`src/hw/rtl/pba_pkg.sv`:
```
// Shared constants, request codes, state encoding and interface structs for the
// page bitmap allocator. No dependencies; every other file of the block imports it.
package pba_pkg;

  localparam int unsigned MAX_PAGES  = 32768;
  localparam int unsigned PAGE_BYTES = 4096;

  localparam int unsigned ADDR_W     = 32;
  localparam int unsigned COUNT_W    = 16;
  localparam int unsigned BYTES_W    = 28;
  localparam int unsigned CFG_IDX_W  = 1;
  localparam int unsigned TYPE_W     = 2;

  localparam int unsigned IDX_W      = $clog2(MAX_PAGES);
  localparam int unsigned PAGE_W     = IDX_W + 1;
  localparam int unsigned ROW_BITS   = 8;
  localparam int unsigned SEL_W      = $clog2(ROW_BITS);
  localparam int unsigned ROW_AW     = IDX_W - SEL_W;
  localparam int unsigned ROWS       = MAX_PAGES / ROW_BITS;
  localparam int unsigned PAGE_SHIFT = $clog2(PAGE_BYTES);
  localparam int unsigned SUM_W      = ADDR_W + 1;
  localparam int unsigned SPAN_W     = SUM_W - PAGE_SHIFT;
  localparam int unsigned TOT_W      = ((PAGE_W > COUNT_W) ? PAGE_W : COUNT_W) + 1;

  localparam logic [ADDR_W-1:0]  BASE_RESET  = 32'h8000_0000;
  localparam logic [COUNT_W-1:0] PAGES_RESET = 16'd32768;

  localparam logic [TYPE_W-1:0] REQ_ALLOC   = 2'd0;
  localparam logic [TYPE_W-1:0] REQ_FREE    = 2'd1;
  localparam logic [TYPE_W-1:0] REQ_RESERVE = 2'd2;

  localparam logic [CFG_IDX_W-1:0] CFG_MEM_BASE      = 1'd0;
  localparam logic [CFG_IDX_W-1:0] CFG_PAGES_TRACKED = 1'd1;

  typedef enum logic [2:0] {
    S_IDLE,
    S_START,
    S_SCAN,
    S_FOUND,
    S_PREP,
    S_MARK,
    S_RESP
  } pba_state_e;

  typedef struct packed {
    logic                en;
    logic [ROW_AW-1:0]   addr;
    logic [ROW_BITS-1:0] mask;
    logic                set;
  } pba_wr_t;

  typedef struct packed {
    logic              found;
    logic [SEL_W-1:0]  pos;
    logic [PAGE_W-1:0] run;
  } pba_eval_t;

endpackage

```
`src/hw/rtl/pba_run_eval.sv`:
```
// Free-run evaluator for one bitmap row: extends the carried run length across
// eight pages and reports the first page that completes the request. Uses pba_pkg.
module pba_run_eval (
  input  logic [pba_pkg::ROW_BITS-1:0] row_i,
  input  logic [pba_pkg::ROW_BITS-1:0] elig_i,
  input  logic [pba_pkg::PAGE_W-1:0]   carry_i,
  input  logic [pba_pkg::COUNT_W-1:0]  need_i,
  output pba_pkg::pba_eval_t           eval_o
);
  import pba_pkg::*;

  always_comb begin
    logic [SEL_W:0]   len;
    logic             touch;
    logic             free;
    logic [TOT_W-1:0] tot;
    len    = '0;
    touch  = 1'b1;
    eval_o = '0;
    for (int j = 0; j < ROW_BITS; j++) begin
      free = elig_i[j] & ~row_i[j];
      if (free) begin
        len = len + 1'b1;
      end else begin
        len   = '0;
        touch = 1'b0;
      end
      tot = TOT_W'(len) + (touch ? TOT_W'(carry_i) : TOT_W'(0));
      if (!free) begin
        tot = '0;
      end
      if (free && (tot >= TOT_W'(need_i)) && !eval_o.found) begin
        eval_o.found = 1'b1;
        eval_o.pos   = SEL_W'(j);
      end
      if (j == ROW_BITS - 1) begin
        eval_o.run = PAGE_W'(tot);
      end
    end
  end

endmodule

```
`config.mk`:
```
export PLATFORM = sky130hd
export DESIGN_NAME = pba_run_eval
export DESIGN_NICKNAME = d
export VERILOG_FILES = /design/src/hw/rtl/pba_pkg.sv /design/src/hw/rtl/pba_run_eval.sv
export SDC_FILE = /design/constraint.sdc
export NUM_CORES = 1
export LEC_CHECK = 0
export ABC_AREA = 0
export ABC_CLOCK_PERIOD_IN_PS = 7400
export BUFFER_PORTS_ARGS = -buffer_cell sky130_fd_sc_hd__buf_2
export CAP_MARGIN = 20
export CORE_ASPECT_RATIO = 1.25
export CORE_MARGIN = 5
export CORE_UTILIZATION = 35
export DETAILED_ROUTE_END_ITERATION = 10
export SLEW_MARGIN = 25
export SYNTH_ARGS = -nofsm -noshare
export SYNTH_HDL_FRONTEND = slang
export SYNTH_SLANG_ARGS = --single-unit
```
`constraint.sdc`:
```
create_clock -name vclk -period 7.4
set_input_delay 0.74 -clock vclk [all_inputs]
set_output_delay 0.74 -clock vclk [all_outputs]
set_load 0.01 [all_outputs]
```
==> run summary <==
Finish
* finished layout cell area: 7400 um2
* fill cell total of the finished layout: 2039
* Sequential Area: 0 um2
* number of nets in the finished design: 1254
* Area Overhead vs Synth: 10.17%
* FF+latch count: 0
* share of final-layout standard cells stronger than drive strength 1: 0.1096
* Final Instance Count excl. Fillers: 1281
* count of inserted antenna diode cells: 0
* Layout clock buffers: 0

Pwr
* power share of the sequential group: 0
* Combinational Power Share: 1.000
* Switching Power: 0.1296 mW
* Net Sw Frac: 0.6540
* P_int: 0.06854 mW
* share of power burned in the clock network: 0
* power density over the cells: 26.77 nW/um2
* static leakage: 3.498 nW
* total chip power: 0.1981 mW
* peak supply drop: 0.00001859 V

Run
* number of maximum-capacitance violations: 0

STA
* Peak Freq: 0.1410 GHz
* hold slack final: 2.051 ns
* Setup Total Neg Slack: 0 ns
* share of the clock period used by the worst path: 0.9587
* Period minus WS final: 7.094 ns
* Hold Fails Final Rpt: 0
* Final setup viols: 0
* max-slew violations: 0
* RSZ-0062 raised after global routing: false
* Worst Max-Slew Pin Slew: 0.8423 ns
* worst max-slew margin expressed relative to the limit: 0.4384

Clocking
* CTS Hold Bufs: 0

Synth
* post-synthesis sequential area ratio: 0
* average size of a mapped cell: 6.764 um2
* leading cell type by number of instances after synthesis: sky130_fd_sc_hd__nor2_1
* area of the mapped netlist: 6716 um2
* top cells by instance count after synthesis: sky130_fd_sc_hd__nor2_1, sky130_fd_sc_hd__ha_1, sky130_fd_sc_hd__nand2_1, sky130_fd_sc_hd__xor2_1, sky130_fd_sc_hd__a21oi_1
* post-synthesis cell type with the largest combined area: sky130_fd_sc_hd__ha_1
* number of different library cells in the post-synthesis netlist: 74
* Yosys warning total: 0
* cell types occupying the most area after synthesis: sky130_fd_sc_hd__ha_1, sky130_fd_sc_hd__nor2_1, sky130_fd_sc_hd__xor2_1
* post-synthesis cell count: 993
* share of the synthesized area in the top cell type: 0.2850

Worst setup path
* Critical Path Slowest Stage Cell: sky130_fd_sc_hd__or4_4
* type of the setup path with the least slack: in -> out
* Req. time, crit path: 6.66 ns
* CP Max Fanout: 7
* startpoint types: input pin
* CP arrival: 6.35 ns
* sort of element at the end of the critical path: output port
* Largest stage delay, worst path: 0.47 ns

Detailed routing
* detailed-route vias per instance: 5.738
* post-detailed-route count of antenna-violating nets: 0
* via count: 7351
* count of TritonRoute iterations in the first routing pass: 5
* detail-routed net length per standard cell: 18.82 um
* final routed DRC violation total: 0
* overall routed net length: 24110 um
* Initial DRC Count: 420

Floorplanning
* core area: 18850 um2
* x dimension of the die: 133.9 um
* number of placed I/O pins: 68
* full die area: 22080 um2
* effective utilization at floorplan: 0.3563
* cell row count: 56
* die extent in y: 164.9 um

Global route
* overall track demand over capacity in global routing: 0.2116
* antenna violations before repair: 0
* Congestion Overflow GR: 0
* global-route wire length before repair: 37540 um
* maximum number of pins on one net before global-route repair: 21
* vias in the first global route: 7096

Placement
* final weighted congestion in routability-driven placement: 0.9734
* number of input and output port buffers inserted: 68
* placed instance area: 7380 um2
* detailed placement HPWL: 19500 um
* cell count after placement: 1281

Worst hold path
* hold wc startpoint: row_i[7]
* hold crit path type: in -> out
* Cells on Worst Hold Path: 6
* Min-Delay Endpoint: eval_o[0]

Status
* status: finished clean

## how the worst max path moves through the flow
stage | from | endpoint | slack [ns] | cells after the start
2_1_floorplan | row_i[2] | eval_o[19] | 0.38 | 27
3_3_place_gp | row_i[2] | eval_o[19] | 0.33 | 27
3_5_place_dp | row_i[2] | eval_o[19] | 0.27 | 27
4_1_cts | row_i[2] | eval_o[19] | 0.22 | 27
5_1_grt | elig_i[0] | eval_o[19] | 0.01 | 28
6_report | row_i[2] | eval_o[16] | 0.31 | 27
## through the flow
stage	utilization	worst slack, ns
CTS	0.3915	0.2211
floorplan	-	0.3791
global route	0.3926	0.01405
global placement	0.3915	0.3297
finish	0.3926	0.3059
detailed placement	0.3915	0.2727
## routing by layer
layer  global-route usage  routed length (um)  up-vias
met5                    0                   0        -
met4              0.06876                 975        0
met3             0.006703                 932       64
met2               0.4129               12320      224
met1               0.2472                9882     3420
li1                     -                   -     3643
## critical path, delay by kind of cell
kind	cells	cell delay, ns
AND/OR/NAND/NOR	10	1.86
AO/OA/AOI/OAI	8	1.62
adder cells (fa/ha/maj)	4	1.48
buffers and inverters	3	0.35
XOR/XNOR	2	0.30
## logic make-up after synthesis
family                   after synthesis  share of synthesized area
AND/OR/NAND/NOR                      481                     0.3579
AO/OA/AOI/OAI                        176                     0.1695
adder cells (fa/ha/maj)              155                     0.2910
XOR/XNOR                             102                     0.1330
buffers and inverters                 76                    0.04489
multiplexers                           2                   0.003167
other                                  1                  0.0005583
## final cells by class
class,count,area [um2],share of cell area
multi-input combinational,922,6454,0.8722
tap,232,290.3,0.03923
inverter,34,127.6,0.01725
timing repair buffer,93,528.0,0.07136
## power groups by stage
stage	clock (mW)	sequential (mW)	combinational, mW
finish	0	0	0.198
detailed placement	0	0	0.196
global placement	0	0	0.194
CTS	0	0	0.197
floorplan	0	0	0.124
global route	0	0	0.220
## repair_timing
item	4_1_cts	5_1_grt
setup buffers	0	0
resized for setup	0	6
endpoints found under the setup margin	0	4
## cells in the final DEF, fill, tap and decap left out, types with 3 or more instances in the layout
cell	Yosys	final
sky130_fd_sc_hd__conb_1	1	6
sky130_fd_sc_hd__nand2b_1	22	22
sky130_fd_sc_hd__nor3_1	36	36
sky130_fd_sc_hd__o21a_1	12	12
sky130_fd_sc_hd__buf_4	0	25
sky130_fd_sc_hd__and3_1	10	10
sky130_fd_sc_hd__o21ai_1	3	3
sky130_fd_sc_hd__a21oi_1	48	48
sky130_fd_sc_hd__nor4_1	7	7
sky130_fd_sc_hd__o211ai_1	6	6
sky130_fd_sc_hd__o21ai_0	32	32
sky130_fd_sc_hd__a41o_1	3	3
sky130_fd_sc_hd__a221o_1	3	3
sky130_fd_sc_hd__nand4b_1	3	3
sky130_fd_sc_hd__xnor2_1	45	45
sky130_fd_sc_hd__a21o_1	26	26
sky130_fd_sc_hd__inv_1	33	33
sky130_fd_sc_hd__or3_1	12	12
sky130_fd_sc_hd__a31oi_1	8	8
sky130_fd_sc_hd__nand4bb_1	4	4
sky130_fd_sc_hd__nor2_1	161	161
sky130_fd_sc_hd__a41oi_1	3	3
sky130_fd_sc_hd__a211oi_1	11	11
sky130_fd_sc_hd__nor2b_1	12	10
sky130_fd_sc_hd__buf_2	7	68
sky130_fd_sc_hd__and4_1	4	4
sky130_fd_sc_hd__xor2_1	57	57
sky130_fd_sc_hd__nand4_1	20	20
sky130_fd_sc_hd__and2_1	22	22
sky130_fd_sc_hd__nand2_1	115	115
sky130_fd_sc_hd__ha_1	153	152
sky130_fd_sc_hd__nand3_1	30	30
Power figures use the tool's default switching activity.
